==> src/dpb_pkg.sv <==
`timescale 1ns / 1ps
// Shared types, constants and the label color hash for the depth pixel back-projection block.
// No dependencies.
package dpb_pkg;

    localparam int EXCLUDE_SLOTS = 7;
    localparam int SLOT_W        = 9;
    localparam int CFG_DATA_W    = 63;
    localparam int CFG_INDEX_W   = 3;

    localparam logic [CFG_INDEX_W-1:0] REG_INV_FOCAL_X = 3'd0;
    localparam logic [CFG_INDEX_W-1:0] REG_INV_FOCAL_Y = 3'd1;
    localparam logic [CFG_INDEX_W-1:0] REG_CENTER_X    = 3'd2;
    localparam logic [CFG_INDEX_W-1:0] REG_CENTER_Y    = 3'd3;
    localparam logic [CFG_INDEX_W-1:0] REG_DEPTH_NEAR  = 3'd4;
    localparam logic [CFG_INDEX_W-1:0] REG_DEPTH_FAR   = 3'd5;
    localparam logic [CFG_INDEX_W-1:0] REG_EXCL_SLOTS  = 3'd6;

    localparam logic [31:0] RST_INV_FOCAL_X = 32'd8021955;
    localparam logic [31:0] RST_INV_FOCAL_Y = 32'd7965422;
    localparam logic [15:0] RST_CENTER_X    = 16'd5122;
    localparam logic [15:0] RST_CENTER_Y    = 16'd3962;
    localparam logic [15:0] RST_DEPTH_NEAR  = 16'd100;
    localparam logic [15:0] RST_DEPTH_FAR   = 16'd8000;
    localparam logic [CFG_DATA_W-1:0] RST_EXCL_SLOTS = 63'd261888;

    localparam logic [7:0] BLUE_MUL    = 8'd37;
    localparam logic [7:0] BLUE_ADD    = 8'd53;
    localparam logic [7:0] GREEN_MUL   = 8'd17;
    localparam logic [7:0] GREEN_ADD   = 8'd101;
    localparam logic [7:0] RED_MUL     = 8'd29;
    localparam logic [7:0] RED_ADD     = 8'd197;
    localparam logic [7:0] GRAY_LEVEL  = 8'd180;
    localparam logic [7:0] LABEL_BG    = 8'd255;

    localparam int ROUND_SHIFT = 36;

    typedef struct packed {
        logic [7:0] blue;
        logic [7:0] green;
        logic [7:0] red;
    } rgb_t;

    typedef struct packed {
        logic       point_valid;
        logic [15:0] z_mm;
        logic [7:0] class_id;
        rgb_t       color;
    } side_t;

    typedef struct packed {
        side_t       side;
        logic [15:0] mag_x;
        logic        neg_x;
        logic [15:0] mag_y;
        logic        neg_y;
    } gate_out_t;

    typedef struct packed {
        logic s2;
        logic s3;
        logic s4;
    } stage_en_t;

    function automatic rgb_t label_color(input logic [7:0] label);
        rgb_t c;
        if (label == LABEL_BG)
        begin
            c.blue  = GRAY_LEVEL;
            c.green = GRAY_LEVEL;
            c.red   = GRAY_LEVEL;
        end
        else
        begin
            c.blue  = 8'(label * BLUE_MUL) + BLUE_ADD;
            c.green = 8'(label * GREEN_MUL) + GREEN_ADD;
            c.red   = 8'(label * RED_MUL) + RED_ADD;
        end
        return c;
    endfunction

endpackage

==> src/dpb_project.sv <==
`timescale 1ns / 1ps
// Three pipeline stages of one lateral coordinate: offset times depth, times the
// reciprocal focal length, then round to nearest and restore the sign. Depends on dpb_pkg.
module dpb_project (
    input  logic                clk,
    input  dpb_pkg::stage_en_t  en,
    input  logic [15:0]         mag,
    input  logic                neg,
    input  logic [15:0]         depth,
    input  logic [31:0]         inv_focal,
    output logic [31:0]         coord
);
    import dpb_pkg::*;

    logic [31:0] m_reg;
    logic        neg2_reg;
    logic [63:0] prod_reg;
    logic        neg3_reg;
    logic [31:0] coord_reg;
    logic [64:0] rounded;
    logic [31:0] mag_r;
    logic [31:0] coord_next;

    always_comb
    begin
        rounded    = {1'b0, prod_reg} + (65'd1 << (ROUND_SHIFT - 1));
        mag_r      = {3'b000, rounded[64:ROUND_SHIFT]};
        coord_next = neg3_reg ? (32'd0 - mag_r) : mag_r;
    end

    always_ff @(posedge clk)
    begin
        if (en.s2)
        begin
            m_reg    <= 32'(mag) * 32'(depth);
            neg2_reg <= neg;
        end
        if (en.s3)
        begin
            prod_reg <= 64'(m_reg) * 64'(inv_focal);
            neg3_reg <= neg2_reg;
        end
        if (en.s4)
        begin
            coord_reg <= coord_next;
        end
    end

    assign coord = coord_reg;

endmodule

==> config.mk <==
export PLATFORM = sky130hd
export DESIGN_NAME = dpb_project
export DESIGN_NICKNAME = d
export VERILOG_FILES = /design/src/dpb_pkg.sv /design/src/dpb_project.sv
export SDC_FILE = /design/constraint.sdc
export NUM_CORES = 2
export LEC_CHECK = 0
export BUFFER_PORTS_ARGS = -buffer_cell sky130_fd_sc_hd__buf_4
export CORE_UTILIZATION = 59
export CTS_CLUSTER_SIZE = 24
export DETAILED_ROUTE_END_ITERATION = 12
export GPL_TIMING_DRIVEN = 0
export PLACE_DENSITY = 0.76
export SYNTH_ARGS = -nofsm -noshare
export SYNTH_HDL_FRONTEND = slang
export SYNTH_SLANG_ARGS = --single-unit
==> constraint.sdc <==
create_clock -name clk -period 9.27 [get_ports clk]
set_clock_uncertainty 0.2 [all_clocks]
set_input_delay 0.4635 -clock clk [delete_from_list [all_inputs] [get_ports clk]]
set_output_delay 0.4635 -clock clk [all_outputs]
set_load 0.05 [all_outputs]
Word level (Yosys, flattened, before mapping)
Cells that the tools add are included.

storage, ports and cells
  register bits after elaboration = 128
  input bits = 69
  output and inout bits = 32
  word-level logic and storage cells = 11

cells by class
  add/sub/neg operators = 2
  multiply operators = 2
  multiplexer cells = 1

operator list
  kind                                                                  number
  64-bit by 36-bit adder with 65-bit output (second input constant)     1
  32-bit by 32-bit multiplier with 64-bit output                        1
  16-bit by 16-bit multiplier with 32-bit output                        1
  1-bit by 29-bit subtractor with 30-bit output (first input constant)  1
  29-bit 2-to-1 mux                                                     1

Logic depth before layout (Yosys ltp)
  depth in word-level cells = 3
  gate-level depth with buffers = 28
  depth with buffers taken out = 26

Worst setup path before layout
OpenSTA, ideal clock, no wires.

  path kind = input-to-reg
  start = input inv_focal[10]
  end = register prod_reg[50] (data pin)
  library setup time = 0.262 ns
  data arrival time = 7.080 ns
  data required time = 8.808 ns
  path slack = 1.729 ns
  cell stages on the path = 25
  path buffers = 1
  cells stage by stage = clkbuf_1 > and2_1 > fa_1 > fa_1 > inv_1 > fa_1 > fa_1 > inv_1 > fa_1 > fa_1 > fa_1 > inv_1 > fa_1 > inv_1 > ha_1 > nand3_1 > nor4_1 > nand2_1 > o41ai_1 > a211oi_1 > nor3_1 > nand4_1 > o221ai_1 > a211oi_1 > xnor2_1

on the way
  cells in the longest elaborated chain, start to end = 1

RTL lines
  what                                            RTL line           RTL
  start: declaration                              dpb_project.sv:10  input logic [31:0] inv_focal,
  32-bit by 32-bit multiplier with 64-bit output  dpb_project.sv:40  prod_reg <= 64'(m_reg) * 64'(inv_focal);
  end signal: assignment                          dpb_project.sv:40
  end: declaration                                dpb_project.sv:17  logic [63:0] prod_reg;

No other way between the ends.
A chain may end at the register's enable or synchronous reset.

Final worst setup path
  start = input inv_focal[8]
  end = register prod_reg[62] (data pin)

The elaborated chain is that of the path after synthesis.

==> flow_summary.yaml <==
detailed_routing:
  drt-pass1-iter-count: 5
  drcViolationCount: 0
  wirelength_um: 150000
  antenna_left: 0
  avgViaCountPerCell: 5.83
  wl_per_cell_um: 25.4
  drt_iter0_markers: 3607
  vias: 34400
critical_path:
  critPathMaxStageDelay_ns: 0.84
  path_common_cell: "fa_1"
  worst_setup_path_end_kind: "register"
  worstSetupPathType: "in2reg"
  start_kind: "primary input"
  cp_data_required_time_ns: 9.22
  worstPathCellList: "buf_4 > clkbuf_1 > nand2_1 > fa_1 > fa_1 > fa_1 > fa_1 > inv_1 > fa_1 > fa_1 > fa_1 > fa_1 > ha_1 > nand3_1 > or3_1 > a21oi_1 > o21a_1 > nor3_4 > o31ai_2 > o22ai_1 > o41ai_1 > xor2_1"
  critPathTopFamily: "adder cells"
  path_max_fanout: 10
  critPathArrivalTime_ns: 9.10
  cp_num_buf_inv: 3
  cp_slowest_cell: "fa_1"
floorplan:
  pin_count: 101
  core_area_um2: 74800
  fp-row-count: 100
  start_util_pct: 59.9
  die_h_um: 278
  die-area_um2: 77100
  fp.dieW_um: 278
placement:
  numPortBuffers: 100
  post-place-ws_ns: -0.709
  place.gp.congestion: 1.10
  hpwl_um: 127000
yosys:
  ys_types: 63
  yosys.area_share.simple_pct: 17.5
  synth_edf_count: 93
  ys_seq_area_share_pct: 6.23
  ys.flop_type: "edfxtp_1"
  syn-num-nets: 6332
  yosys_warnings: 0
  avgSynthCellArea_um2: 9.32
  synth_fa_ha_area_share_pct: 58.9
  synth_cells: 4808
  synthXorXnorAreaFrac_pct: 2.33
  syn-cell-area_um2: 44800
  synth_compound_area_share_pct: 3.71
  synthMuxAreaShare_pct: 0.0670
  async_flop_share_pct: 0
  ys_ff_latch: 93
  synth_top_family_by_area: "adder cells"
grt:
  grt_start_max_net_pins: 34
  grt_use_total_pct: 40.2
  antenna_found_initial: 10
  gr-total-overflow: 0
  grt_pass1_vias: 35600
  grt_pass1_wl_um: 223000
finish:
  area_growth_pct: 5.44
  multi_input_area_um2: 37000
  final_common_cell: "inv_1"
  final_util_pct: 63.2
  largest_reg_flops: 32
  seqCellArea_um2: 2790
  final_nets: 6444
  drive_above_1_share_pct: 4.00
  fill_cells: 6430
  mostFrequentLayoutCells: "inv_1, fa_1, and2_1"
outcome:
  status: "finished, final reports clean"
cts:
  cts_tree: "yes"
  h-tree-depth: 3
  clock_path_buffers: 2
  path_clk_slew_ns: 0.09
  clkSinkCount: 93
  root_buffer: "clkbuf_16"
  cts_made_buffers: 9
  clk_latency_ns: 0.42
sta:
  setup_slack_ns: 0.122
  period_share_pct: 98.7
  setup_violations: 0
  fmax_mhz: 109
  slew_viol_final: 0
  hold_slack_ns: 0.0475
  finalSetupTns_ns: 0
  finalHoldViolations: 0
  fin_crit_ns: 9.15
  max-slew-margin-rel_pct: 8.22
  tightestPinTransition_ns: 1.38
hold_path:
  hold_class: "in2reg"
job:
  drv_cap: 0
-- what timing repair did --
action | CTS | global route
pin swaps | 0 | 1
setup endpoints to repair | 14 | 13
gates resized for setup | 31 | 84
hold buffers | 0 | 0
buffers inserted | 0 | 2
-- worst paths after layout --
path                                           from                     end  slack (ns)  cells after the start
worst max-delay path                   inv_focal[8]  prod_reg[62]$_DFFE_PP_        0.12                     22
worst min-delay path                            neg      neg2_reg$_DFFE_PP_        0.05                      1
worst max register to register  m_reg[27]$_DFFE_PP_  prod_reg[62]$_DFFE_PP_        0.19                     22
worst min register to register   neg2_reg$_DFFE_PP_      neg3_reg$_DFFE_PP_        0.23                      0
-- layer usage --
layer	vias up	share of wire (%)	GRT usage [%]
met3	377	12	10.5
met2	2056	44	59.9
met4	2	4.8	17.0
met1	17600	39	56.0
li1	14400	-	-
met5	-	0.0087	0
-- Yosys cell counts (5+ instances only) --
library cell,instances,area share (%)
a211oi_1,8,0.13
o21ai_0,56,0.63
fa_1,1089,49
o31ai_1,10,0.17
a21oi_1,78,0.87
and2_1,697,9.7
xnor2_1,88,1.7
o211ai_1,6,0.10
a41oi_1,5,0.098
o21a_1,12,0.20
and3_1,12,0.17
nor2_1,50,0.42
nand3_1,41,0.46
nand2_1,644,5.4
nand4_1,18,0.25
nor2b_1,6,0.084
xor2_1,31,0.61
edfxtp_1,93,6.2
inv_1,1098,9.2
o21bai_1,8,0.13
a21o_1,44,0.74
and4_1,6,0.12
nand2b_1,11,0.15
ha_1,366,10
nor3_1,18,0.20
nor4_1,5,0.070
clkbuf_1,234,2.0
or3_1,5,0.070
a31oi_1,8,0.11
buf_2,6,0.067
-- cells by family (layout without fill, tap and decap cells) --
logic type	count (synthesis)	in the layout
other	0	11
xor gates and xnor gates	119	119
AOI/OAI and AO/OA	263	263
DFF	93	93
muxes	3	3
adders and majority gates	1455	1455
buffers and inverters	1342	1459
and+or+nand+nor	1533	1533
-- area by class of cell --
| type | instances | share of cell area (%) |
|---|---|---|
| clock buffers | 9 | 0.477 |
| plain buffers | 243 | 2.13 |
| clock inverters | 7 | 0.169 |
| repair buffers | 102 | 1.62 |
| inverters | 1098 | 8.72 |
| multi-input cells | 3373 | 78.3 |
| flip-flops and latches | 93 | 5.91 |
| diodes | 11 | 0.0582 |
| well taps | 969 | 2.57 |
-- per-stage QoR --
stage                     cells  area (µm²)
after floorplan            4808       44800
after detailed placement   5877       46800
after global routing       5895       47200
final                      5905       47300
after CTS                  5893       47100
after global placement     5877       46800
Power is not shown: default switching activity piles up to over one toggle a cycle in this logic, so the estimate is an artifact.
