**src/dpb_pkg.sv**
```systemverilog
`timescale 1ns / 1ps
// Shared types, constants and the label color hash for the depth pixel back-projection block.
// No dependencies.
package dpb_pkg;

    localparam int EXCLUDE_SLOTS = 7;
    localparam int SLOT_W        = 9;
    localparam int CFG_DATA_W    = 63;
    localparam int CFG_INDEX_W   = 3;

    localparam logic [CFG_INDEX_W-1:0] REG_INV_FOCAL_X = 3'd0;
    localparam logic [CFG_INDEX_W-1:0] REG_INV_FOCAL_Y = 3'd1;
    localparam logic [CFG_INDEX_W-1:0] REG_CENTER_X    = 3'd2;
    localparam logic [CFG_INDEX_W-1:0] REG_CENTER_Y    = 3'd3;
    localparam logic [CFG_INDEX_W-1:0] REG_DEPTH_NEAR  = 3'd4;
    localparam logic [CFG_INDEX_W-1:0] REG_DEPTH_FAR   = 3'd5;
    localparam logic [CFG_INDEX_W-1:0] REG_EXCL_SLOTS  = 3'd6;

    localparam logic [31:0] RST_INV_FOCAL_X = 32'd8021955;
    localparam logic [31:0] RST_INV_FOCAL_Y = 32'd7965422;
    localparam logic [15:0] RST_CENTER_X    = 16'd5122;
    localparam logic [15:0] RST_CENTER_Y    = 16'd3962;
    localparam logic [15:0] RST_DEPTH_NEAR  = 16'd100;
    localparam logic [15:0] RST_DEPTH_FAR   = 16'd8000;
    localparam logic [CFG_DATA_W-1:0] RST_EXCL_SLOTS = 63'd261888;

    localparam logic [7:0] BLUE_MUL    = 8'd37;
    localparam logic [7:0] BLUE_ADD    = 8'd53;
    localparam logic [7:0] GREEN_MUL   = 8'd17;
    localparam logic [7:0] GREEN_ADD   = 8'd101;
    localparam logic [7:0] RED_MUL     = 8'd29;
    localparam logic [7:0] RED_ADD     = 8'd197;
    localparam logic [7:0] GRAY_LEVEL  = 8'd180;
    localparam logic [7:0] LABEL_BG    = 8'd255;

    localparam int ROUND_SHIFT = 36;

    typedef struct packed {
        logic [7:0] blue;
        logic [7:0] green;
        logic [7:0] red;
    } rgb_t;

    typedef struct packed {
        logic       point_valid;
        logic [15:0] z_mm;
        logic [7:0] class_id;
        rgb_t       color;
    } side_t;

    typedef struct packed {
        side_t       side;
        logic [15:0] mag_x;
        logic        neg_x;
        logic [15:0] mag_y;
        logic        neg_y;
    } gate_out_t;

    typedef struct packed {
        logic s2;
        logic s3;
        logic s4;
    } stage_en_t;

    function automatic rgb_t label_color(input logic [7:0] label);
        rgb_t c;
        if (label == LABEL_BG)
        begin
            c.blue  = GRAY_LEVEL;
            c.green = GRAY_LEVEL;
            c.red   = GRAY_LEVEL;
        end
        else
        begin
            c.blue  = 8'(label * BLUE_MUL) + BLUE_ADD;
            c.green = 8'(label * GREEN_MUL) + GREEN_ADD;
            c.red   = 8'(label * RED_MUL) + RED_ADD;
        end
        return c;
    endfunction

endpackage

```
**src/dpb_gate.sv**
```systemverilog
`timescale 1ns / 1ps
// First pipeline stage: depth and label gates, principal point offsets and label color.
// Depends on dpb_pkg.
module dpb_gate (
    input  logic                                 clk,
    input  logic                                 en,
    input  logic [11:0]                          column,
    input  logic [11:0]                          row,
    input  logic [15:0]                          depth_mm,
    input  logic [7:0]                           label,
    input  logic [15:0]                          center_x,
    input  logic [15:0]                          center_y,
    input  logic [15:0]                          depth_near,
    input  logic [15:0]                          depth_far,
    input  logic [dpb_pkg::CFG_DATA_W-1:0]       excl_slots,
    output dpb_pkg::gate_out_t                   gate_out
);
    import dpb_pkg::*;

    logic        excluded;
    logic        pass;
    logic [15:0] p4_x;
    logic [15:0] p4_y;
    logic        neg_x;
    logic        neg_y;
    gate_out_t   gate_next;
    gate_out_t   gate_reg;

    always_comb
    begin
        excluded = 1'b0;
        for (int k = 0; k < EXCLUDE_SLOTS; k++)
        begin
            if (excl_slots[k*SLOT_W + 8] && excl_slots[k*SLOT_W +: 8] == label)
            begin
                excluded = 1'b1;
            end
        end
    end

    always_comb
    begin
        pass  = (depth_mm != 16'd0) && (depth_mm > depth_near) && (depth_mm < depth_far)
                && !excluded;
        p4_x  = {column, 4'b0000};
        p4_y  = {row, 4'b0000};
        neg_x = p4_x < center_x;
        neg_y = p4_y < center_y;

        // A rejected pixel carries zeros so every later field comes out as zero.
        gate_next = '0;
        if (pass)
        begin
            gate_next.side.point_valid = 1'b1;
            gate_next.side.z_mm        = depth_mm;
            gate_next.side.class_id    = label;
            gate_next.side.color       = label_color(label);
            gate_next.neg_x            = neg_x;
            gate_next.neg_y            = neg_y;
            gate_next.mag_x            = neg_x ? (center_x - p4_x) : (p4_x - center_x);
            gate_next.mag_y            = neg_y ? (center_y - p4_y) : (p4_y - center_y);
        end
    end

    always_ff @(posedge clk)
    begin
        if (en)
        begin
            gate_reg <= gate_next;
        end
    end

    assign gate_out = gate_reg;

endmodule

```
**config.mk**
```make
export PLATFORM = sky130hd
export DESIGN_NAME = dpb_gate
export DESIGN_NICKNAME = d
export VERILOG_FILES = /design/src/dpb_pkg.sv /design/src/dpb_gate.sv
export SDC_FILE = /design/constraint.sdc
export NUM_CORES = 1
export LEC_CHECK = 0
export ABC_AREA = 1
export ABC_CLOCK_PERIOD_IN_PS = 9000
export BUFFER_PORTS_ARGS = -buffer_cell sky130_fd_sc_hd__buf_2
export CAP_MARGIN = 40
export CORE_MARGIN = 4
export CORE_UTILIZATION = 54
export DETAILED_ROUTE_END_ITERATION = 8
export PLACE_DENSITY = 0.84
export SKIP_LAST_GASP = 1
export SLEW_MARGIN = 20
export SYNTH_ARGS = -nofsm -noshare
export SYNTH_HDL_FRONTEND = slang
export SYNTH_SLANG_ARGS = --single-unit
```
**constraint.sdc**
```tcl
create_clock -name clk -period 9 [get_ports clk]
set_clock_uncertainty 0.1 [all_clocks]
set_input_delay 0.9 -clock clk [delete_from_list [all_inputs] [get_ports clk]]
set_output_delay 0.9 -clock clk [all_outputs]
set_load 0.05 [all_outputs]
```
# --- Yosys cells after proc, flatten, opt, wreduce, memory -nomap -nowiden ---
# Index checks and enable logic that the tools add are counted.
classes:
  bitwise: 1
  magnitude_cmp: 4
  n_reduce_logical: 13
  multipliers: 3
  mux: 11
  eq_ne: 8
  add_sub_neg: 7
ops:
  columns: ["operator", "count"]
  rows:
  - ["$mux 83", 1]
  - ["$sub 16x16->16", 4]
  - ["$eq 8x8->1", 7]
  - ["$lt 16x16->1", 3]
  - ["$mux 16", 2]
  - ["$mux 24", 1]
  - ["$gt 16x16->1", 1]
  - ["$mul 8x5->8 const B", 2]
  - ["$reduce_bool 16->1", 1]
  - ["$logic_and 1x1->1", 10]
  - ["$add 8x6->8 const B", 1]
  - ["$add 8x7->8 const B", 1]
  - ["$add 8x8->8 const B", 1]
  - ["$eq 8x8->1 const B", 1]
  - ["$mul 8x6->8 const B", 1]
  - ["$mux 1", 7]
  - ["$reduce_or 2->1", 1]
  - ["$logic_not 1->1", 1]
  - ["$not 1->1", 1]
totals:
  wordCells: 60
  reg_bits: 83

# --- Longest topological paths before layout ---
# Gate-level depths: netlist of run 1.
logic_depth:
  depth_word: 13
  mapped_depth: 17
  mapped_depth_nobuf: 16

# --- Worst setup path before layout of run 1 ---
# Ideal clock, no wire load.
synth_path:
  path_type: "input to register"
  startpoint: "input port label[2]"
  endpoint: "register gate_reg (netlist bit gate_out[41]), data pin"
  slack_ns: 5.327
  path_buffers: 1
  arrival_time_ns: 3.320
  stages: 13
  t_required_ns: 8.646
  setup_ns: 0.254
  path_cell_list: "buf_4 inv_1 fa_1 fa_1 inv_1 ha_1 ha_1 a21oi_1 o21bai_1 nand3_1 nand2_1 nor2_1 nor2_2"
synth_between:
  elab_chain_cells: 11
synth_lines:
  columns: ["item", "line_no", "text"]
  rows:
  - ["start, declared", "dpb_gate.sv:10", "input logic [7:0] label,"]
  - ["branches (longest 11 deep; another with $mul 8x5->8)", null, null]
  - ["end signal, assigned", "dpb_gate.sv:69", "gate_reg <= gate_next;"]
  - ["end, declared", "dpb_gate.sv:27", "gate_out_t gate_reg;"]
# Several ways; the timed one is not identified.
# A chain may end at the register's enable or synchronous reset.

# --- Final worst setup path of run 1 ---
# Same ends and word-level chain as after synthesis.

==> results of run 1 <==
cell families (layout without fill, tap and decap cells):
logic type | Yosys count | count (layout) | synth area share [%]
DFF | 79 | 79 | 26.7
adders and majority gates | 125 | 125 | 18.6
xor gates and xnor gates | 58 | 58 | 5.72
AOI/OAI and AO/OA | 144 | 144 | 9.08
and+or+nand+nor | 569 | 569 | 26.1
buffers and inverters | 289 | 535 | 13.8
synth_stat cells (2+ instances only):
| master | number | area share [%] |
|---|---|---|
| o21bai_1 | 10 | 0.84 |
| xor2_1 | 47 | 4.6 |
| clkbuf_2 | 5 | 0.28 |
| a21o_1 | 4 | 0.34 |
| nor2_1 | 158 | 6.7 |
| or2_1 | 2 | 0.14 |
| nand4_1 | 6 | 0.42 |
| o21ai_1 | 3 | 0.17 |
| a21boi_0 | 5 | 0.42 |
| inv_1 | 250 | 11 |
| fa_1 | 12 | 2.7 |
| edfxtp_1 | 79 | 27 |
| buf_6 | 11 | 1.4 |
| or2_2 | 4 | 0.28 |
| a21oi_1 | 63 | 3.5 |
| nor3_1 | 7 | 0.39 |
| nand2_1 | 325 | 14 |
| o21a_1 | 2 | 0.17 |
| xnor2_1 | 11 | 1.1 |
| o211ai_1 | 4 | 0.34 |
| nand3_2 | 2 | 0.23 |
| o2111ai_1 | 2 | 0.20 |
| buf_4 | 11 | 0.93 |
| nand3_1 | 51 | 2.9 |
| o21ai_0 | 47 | 2.6 |
| inv_4 | 2 | 0.14 |
| ha_1 | 113 | 16 |
| buf_2 | 4 | 0.23 |
| nor2_2 | 9 | 0.63 |
| inv_2 | 5 | 0.21 |
worst min-delay path by stage:
| stage | startpoint | endpoint |
|---|---|---|
| finish | center_y[0] | gate_out[1] |
| CTS | center_y[0] | gate_out[1] |
| floorplan | en | gate_out[0] |
| global placement | center_y[0] | gate_out[1] |
| detailed placement | center_y[0] | gate_out[1] |
| global route | depth_mm[11] | gate_out[77] |
metrics by stage:
step	util [%]	hold slack, ps
floorplan	-	912
global placement	63.8	1140
detailed placement	63.9	1160
CTS	65.9	802
global route	66.0	822
finish	66.0	809
cell type report:
class / instances / area, sq um / area share, %
Timing Repair Buffer: 261 / 1340 / 12.7
Inverter: 258 / 978 / 9.27
Multi-Input combinational cell: 896 / 5290 / 50.1
Tap cell: 216 / 270 / 2.56
Clock buffer: 10 / 229 / 2.17
Sequential cell: 79 / 2370 / 22.5
Clock inverter: 6 / 85.1 / 0.806
layer usage:
layer / routed length [um] / share of wire [%]
met4: 1050 / 4.3
met1: 9250 / 38
met2: 11900 / 49
met3: 2160 / 8.9
met5: 0 / 0
power breakdown:
group / leakage (nW) / internal, mW / total (mW) / switching, mW
Combinational: 5.13 / 0.220 / 0.691 / 0.471
Sequential: 0.755 / 0.455 / 0.468 / 0.0129
Clock: 0.150 / 0.242 / 0.394 / 0.152
Total: 6.04 / 0.918 / 1.55 / 0.635
==> impl.org, run 1 <==
** Detailed routing
- The detailed router placed 8746 vias in this run.
- After detailed routing, the number of vias per cell comes to 5.07.
- Overall routed net length :: approximately 24 mm
- Number of DRC violations after detailed routing :: 0
- Number of design-rule violations left by the first detailed-router iteration :: 370
- Average wire per standard cell :: about 14 um
- Count of nets left with antenna violations after detail routing :: 0
- For this run, the detailed router's first-pass iteration total came to 6.

** Cells and area
- Number of nets at the end of the flow :: 1807
- The number of antenna diodes in the final layout is 0.
- Flip-flop count of the largest register after layout :: slightly below 80
- Area grow syn2layout :: 18.8%
- Fraction of layout cells with a size suffix above 1 :: between 20% and 30%
- Highest-count cells in the layout ignoring fill and taps :: 325 x nand2_1, 258 x buf_2, 250 x inv_1
- The layout has 1415 filler cells.
- Post-Layout Cell Count :: approximately 1700
- Commonest non-fill, non-tap cell in the layout :: nand2_1
- With fillers left out, the area of the finished cells amounts to 10600 sq um.

** Timing
- The max-slew violation total from the final report came to 0.
- Max Clk Rate :: around 260 MHz
- For the pin with the worst max-slew slack, the measured transition is about 680 ps.
- Setup violations remaining at the end of the flow were counted as 0.
- Of the available clock period, the critical path in the final layout requires between 40% and 50%.
- Setup slack on the critical path of the routed design comes to around 5200 ps.
- Measured against its own limit, the worst slew margin works out to 54.7%.
- Setup repair after global routing left no endpoint under its margin.
- Time the worst path needs with I/O delays and setup :: 3850 ps
- The final hold violation count came to 0.
- For the final routed database, the setup TNS stands at 0 ps.

** Clock tree
- Number of gates resized after CTS :: 0
- Post CTS Setup Buffer Count :: 0
- The clock tree synthesis step divided the H-tree into 3 levels.
- For this design, the CTS-stage hold fixing added 0 buffers.
- Sink Count :: 79
- Clock-pin transition on the worst setup and hold timing paths :: 60 ps
- CTS tree :: done
- Maximum root-to-sink buffer count :: 2
- Cell at the root of the clock tree :: clkbuf_16
- Number of clock buffers inserted by TritonCTS :: 9

** Worst setup path
- Type of the worst setup path :: in2reg
- Worst endpoint data arrival time :: around 3800 ps
- The cell family contributing the most delay on the critical path is adder cells.
- Startpoint class of the critical path :: input pin
- In this run the worst path has a maximum fanout of 15.
- For this run, the slowest stage of the critical path takes around 530 ps.
- Cell Chain, Critical Path :: buf_2 -> inv_1 -> fa_1 -> fa_1 -> inv_1 -> ha_1 -> ha_1 -> a21oi_1 -> o21bai_1 -> nand3_1 -> nand2_1 -> nor2_1 -> nor2_2
- In this run the worst setup path begins at label[2].
- Data on the critical path is required at its endpoint by ~9000 ps.
- The critical path runs through a total of 13 cells.
- The slowest stage of the critical path is the fa_1 cell.
- Nature of the critical path endpoint :: register
- Following the worst setup path forward leads to its endpoint at gate_out[41].
- Counting both buffers and inverters, the worst setup path holds a total of 3.

** Floorplan
- Number of core rows :: between 40 and 50
- The core region is 16000 sq um.
- Die outline width :: 136 um
- Measured along the y axis, the die boundary spans between 100 and 150 um.
- Initial Utilization :: 55.6%
- 260 I/O pins were placed.
- Die area :: between 15000 and 20000 sq um

** Outcome
- Status :: finished, final reports clean

** GRT
- Pin count of the biggest net entering global routing :: between 70 and 80
- Global routing consumed, on the met3 layer, around 5.1% of the routing resources.
- Met1 usage :: just under 30%
- Via count of the first global-routing pass :: around 8500
- After global routing, the most crowded layer is met2.
- Across every metal layer, demand over resource in global routing totals approximately a quarter.
- For met2 alone, demand over resource in global routing was a little under half.
- The first global-routing pass estimated approximately 39 mm of wire.
- Number of antenna violations at the first check in global routing :: 0
- After global routing the overflow that remains totals 0.

** Place
- In this run the tool buffered the top-level ports with around 260 buffer cells.
- OpenSTA, run right after detailed placement, puts the worst setup slack at 4790 ps.
- In this run the cell area measured after placement is slightly above 10000 sq um.
- Counting tap cells, the placed design contains a total of 1709 instances.
- At the end of routability-driven placement, the weighted congestion stood at around 0.95.
- Summed over all nets, the half-perimeter wirelength after detailed placement is 19.6 mm.

** Synthesis
- Synthesis produced a netlist whose cell count is around 1300.
- Sequential share of the synthesized area :: a little over a quarter
- Total nets after synthesis :: 1566
- During synthesis, Yosys emitted a total of 0 warnings.
- A synthesized cell averages about 7 sq um.
- Synthesis inferred 79 register bits.
- Combined area of all synthesized cells :: roughly 9000 sq um
- Proportion of register bits with asynchronous set or reset after synthesis :: 0%
- Most common flop cell mapped by yosys :: edfxtp_1
- The synthesized netlist contains 40 unique library cells.
- Number of enable flip-flop cells after synthesis :: 79

** Min path
- Path category of the worst min-delay check :: in2reg
- The worst hold path passes through 3 cells.

** Power
- Power density normalized to cell area :: ~150 nW/um^2
- Across the VDD grid, the largest voltage drop is 0.0881 mV.
- Leakage component of the power :: 6.04 nW
- Total Power Consumption :: ~1.6 mW

** Job
- Across the run, the number of max-cap violations was 0.
Note: power is estimated with default switching activity, not from simulation.
==> run 2, diff against run 1 <==
--- a/config.mk
+++ b/config.mk
@@ -5,12 +5,12 @@
 export SDC_FILE = /design/constraint.sdc
 export NUM_CORES = 1
 export LEC_CHECK = 0
-export ABC_AREA = 1
-export ABC_CLOCK_PERIOD_IN_PS = 9000
+export ABC_AREA = 0
+export ABC_CLOCK_PERIOD_IN_PS = 3600
 export BUFFER_PORTS_ARGS = -buffer_cell sky130_fd_sc_hd__buf_2
 export CAP_MARGIN = 40
 export CORE_MARGIN = 4
-export CORE_UTILIZATION = 54
+export CORE_UTILIZATION = 53
 export DETAILED_ROUTE_END_ITERATION = 8
 export PLACE_DENSITY = 0.84
 export SKIP_LAST_GASP = 1
==> constraint.sdc (replaced) <==
create_clock -name clk -period 3.6 [get_ports clk]
set_clock_uncertainty 0.1 [all_clocks]
set_input_delay 0.36 -clock clk [delete_from_list [all_inputs] [get_ports clk]]
set_output_delay 0.36 -clock clk [all_outputs]
set_load 0.05 [all_outputs]
==> run 2 against run 1 <==
Effect of this change:
- routed wire length decreased by 10%
- largest power group unchanged
- utilization increased by 0.22 points
- die area down 9.1%
- first-iteration DRC count rose by 15%
- non-clock buffer count up 10
- sequential power rose to 2.5 times the previous value
- worst hold slack got worse by 550 ps
- combinational power increased by 140%
- clock power up 140%
- final area decreased by 8.9%
- power is 140% higher
==> impl.org, run 2 <==
** Floorplan
- Die Height :: 130 um (-4.7%)
- The starting density of the core was 54.2% (-1.3 points).
- The number of top-level pins was 260 (unchanged).
- Die area :: 16900 sq um (-9.1%)
- Die outline width :: 130 um (-4.7%)
- Standard cell core area :: 14500 sq um (-9.2%)
- The total number of placement rows is 44 (-4.3%).

** Synthesis
- The net count after synthesis was 1157 (-26%).
- Number of warnings printed during yosys synthesis :: 0 (unchanged)
- The fraction of synthesized cell area taken by the top area cell type came to 30.1% (+3.4 points).
- The count of mapped cells out of synthesis was 855 (-32%).
- Cell types occupying the most area after synthesis :: edfxtp_1 30%, ha_1 18%, xnor2_1 6.6%
- Largest area contributor in the netlist :: edfxtp_1
- Sorting the synthesized cells by how often they occur yields 113 x ha_1, 113 x inv_1, 79 x edfxtp_1, 73 x nor2_1, 59 x xnor2_1.
- The fraction of registers with async set or reset after synthesis came to 0% (unchanged).
- The average instance area after synthesis is 9.21 sq um (+31%).
- Most common flop cell mapped by yosys :: edfxtp_1
- Combined area of all synthesized cells :: 7880 sq um (-11%)
- The proportion of synthesized chip area in sequential cells was 30.1% (+3.4 points).
- Synth Register Bits :: 79 (unchanged)
- Library cells used by synthesis :: 61 (+53%)
- The count of flip-flops with a built-in enable after synthesis came to 79 (unchanged).

** Detailed routing
- The initial DRC count was 427 (+15%).
- The number of nets still failing antenna checks after routing came to 0 (unchanged).
- The number of design rule violations left after detail routing is 0 (unchanged).
- The post-detailed-routing wire length came to 22.0 mm (-10%).
- Average wire per standard cell :: 17.1 um (+21%)
- Vias :: 7148 (-18%)
- The via density per instance was 5.55 (+9.5%).
- The length of the first detailed-routing pass in iterations is 5 (-1).

** Worst setup path
- Nature of the critical path endpoint :: register
- Largest stage delay on the critical path :: 530 ps (about the same)
- Type of the worst setup path :: in2reg
- Worst endpoint data arrival time :: 2970 ps (-860 ps)
- The signal on the critical path passes through buf_2 -> fa_1 -> inv_1 -> fa_1 -> inv_1 -> ha_1 -> ha_1 -> a31oi_1 -> o21bai_1 -> a21oi_1 -> xnor2_1 -> a21oi_1.
- Among cell families on the critical path, the largest total delay comes from adder cells.
- The critical-path maximum fanout was 4 (-11).
- Max stage delay cell, worst path :: fa_1
- The number of buffer and inverter instances along the worst setup path came to 3 (unchanged).
- The worst setup path is launched from an input pin.
- Required @ worst endpoint :: 3570 ps (-5410 ps)

** Clock tree
- Maximum root-to-sink buffer count :: 2 (unchanged)
- The deepest level of the CTS H-tree is 3 (unchanged).
- CTS tree :: done
- The count of instances resized after the clock tree is built is 0 (unchanged).
- The number of sinks driven by the clock tree is 79 (unchanged).
- The clock-pin slew on the worst setup and hold paths came to 60 ps (about the same).
- Cell at the root of the clock tree :: clkbuf_16
- Cts-stage hold buffer count :: 0 (unchanged)
- The number of buffers inserted during clock tree synthesis came to 9 (unchanged).
- The setup fix buffers added after clock tree synthesis is 0 (unchanged).

** Timing
- Final setup violation count :: 0 (unchanged)
- Setup repair after global routing left no endpoint under its margin.
- Worst hold-check slack :: 264 ps (-545 ps)
- Transition time at the pin with the least slew margin :: 659 ps (-18.9 ps)
- Final Hold Violating Endpoints :: 0 (unchanged)
- The max-slew violation total from the final report is 0 (unchanged).
- The worst path uses a little over four fifths of the clock period.
- Counting I/O delays and the setup requirement, the final critical path takes between 3000 and 4000 ps.
- Setup TNS after final layout :: 0 ps (unchanged)
- Worst-case headroom to the max-slew limit :: 56.0% (+1.3 points)
- Based on the critical path, the design can be clocked at up to 333 MHz.

** Cells and area
- The library cells used most frequently in the layout, excluding fill and tap cells, are 258 x buf_2, 113 x inv_1, 113 x ha_1.
- Number of nets at the end of the flow :: 1400 (-23%)
- The share of the core filled with cells is 66.2% (+0.22 points).
- The flip-flop count of the largest register after layout came to 79 (unchanged).
- From synthesis to final layout, the design area changed by 22.2%.
- The area of all sequential standard cells is 2370 sq um (unchanged).
- The share of cells above drive strength 1 came to 27.2% (+7.0 points).
- The area of the multi-input gates came to 4890 sq um (-7.5%).
- Filler cell count :: 1166 (-18%)
- Commonest non-fill, non-tap cell in the layout :: buf_2

** Place
- PortBufs :: 259 (unchanged)
- The weighted congestion reported at the end of routability-driven placement is 0.919 (-3.5%).
- DP HPWL :: 17.9 mm (-8.9%)

** Min path
- Path category of the worst min-delay check :: in2reg

** GRT
- Number of antenna violations at the first check in global routing :: 1 (+1)
- The first-pass GRT wire length was 33.6 mm (-13%).
- Overall track demand over capacity in global routing :: 25.2% (-0.67 points)
- Pin count of the biggest net entering global routing :: 49 (-32%)
- Total gr overflow :: 0 (unchanged)
- Via count of the first global-routing pass :: 7083 (-17%)

** Power
- The total power density per cell area was 389 nW/um^2 (+160%).
- The leakage power came to 4.76 nW (-21%).
- Total Power Consumption :: 3.75 mW (+140%)
- VDD IR-drop max :: 0.253 mV (+190%)

** Outcome
- The run finished with clean final reports.

** Job
- The count of maximum capacitance violations was 0 (unchanged).
-- run 2: through the flow --
stage	std cells	setup slack (ps)	instance area [sq um]
2_1_floorplan	855	416	7880
3_3_place_gp	1270	298	9300
3_5_place_dp	1271	266	9330
4_1_cts	1287	626	9620
5_1_grt	1288	436	9620
6_report	1288	599	9620
-- run 2: power by group --
group	switching, mW	internal [mW]
clock network	0.392	0.538
registers	0.0302	1.14
logic	1.05	0.592
total	1.47	2.27
-- run 2: layer usage --
metal  routed length [um]  up-vias  track usage [%]
met4                  805        0             11.9
met1                 8330     3317             28.7
met5                    0        -                0
li1                     -     3455                -
met2                11100      318             45.6
met3                 1780       58             4.71
-- run 2: logic make-up after synthesis --
family / Yosys count / share of synthesized area [%]
buf+inv: 152 / 7.88
compound gates: 151 / 13.0
flops: 79 / 30.1
mux: 12 / 1.52
fa+ha+maj: 125 / 21.0
xor+xnor: 106 / 11.8
simple gates: 230 / 14.8
-- run 2: cell type report --
| type | count | share of cell area, % |
|---|---|---|
| diodes | 1 | 0.0260 |
| clock buffers | 9 | 2.34 |
| clock inverters | 7 | 0.728 |
| inverters | 113 | 4.41 |
| multi-input cells | 624 | 50.8 |
| flip-flops and latches | 79 | 24.6 |
| well taps | 184 | 2.39 |
| repair buffers | 271 | 14.6 |
-- run 2: final timing paths --
path / to / start / cells after the start
max: gate_out[41] / label[0] / 12
min: gate_out[74] / depth_mm[8] / 2
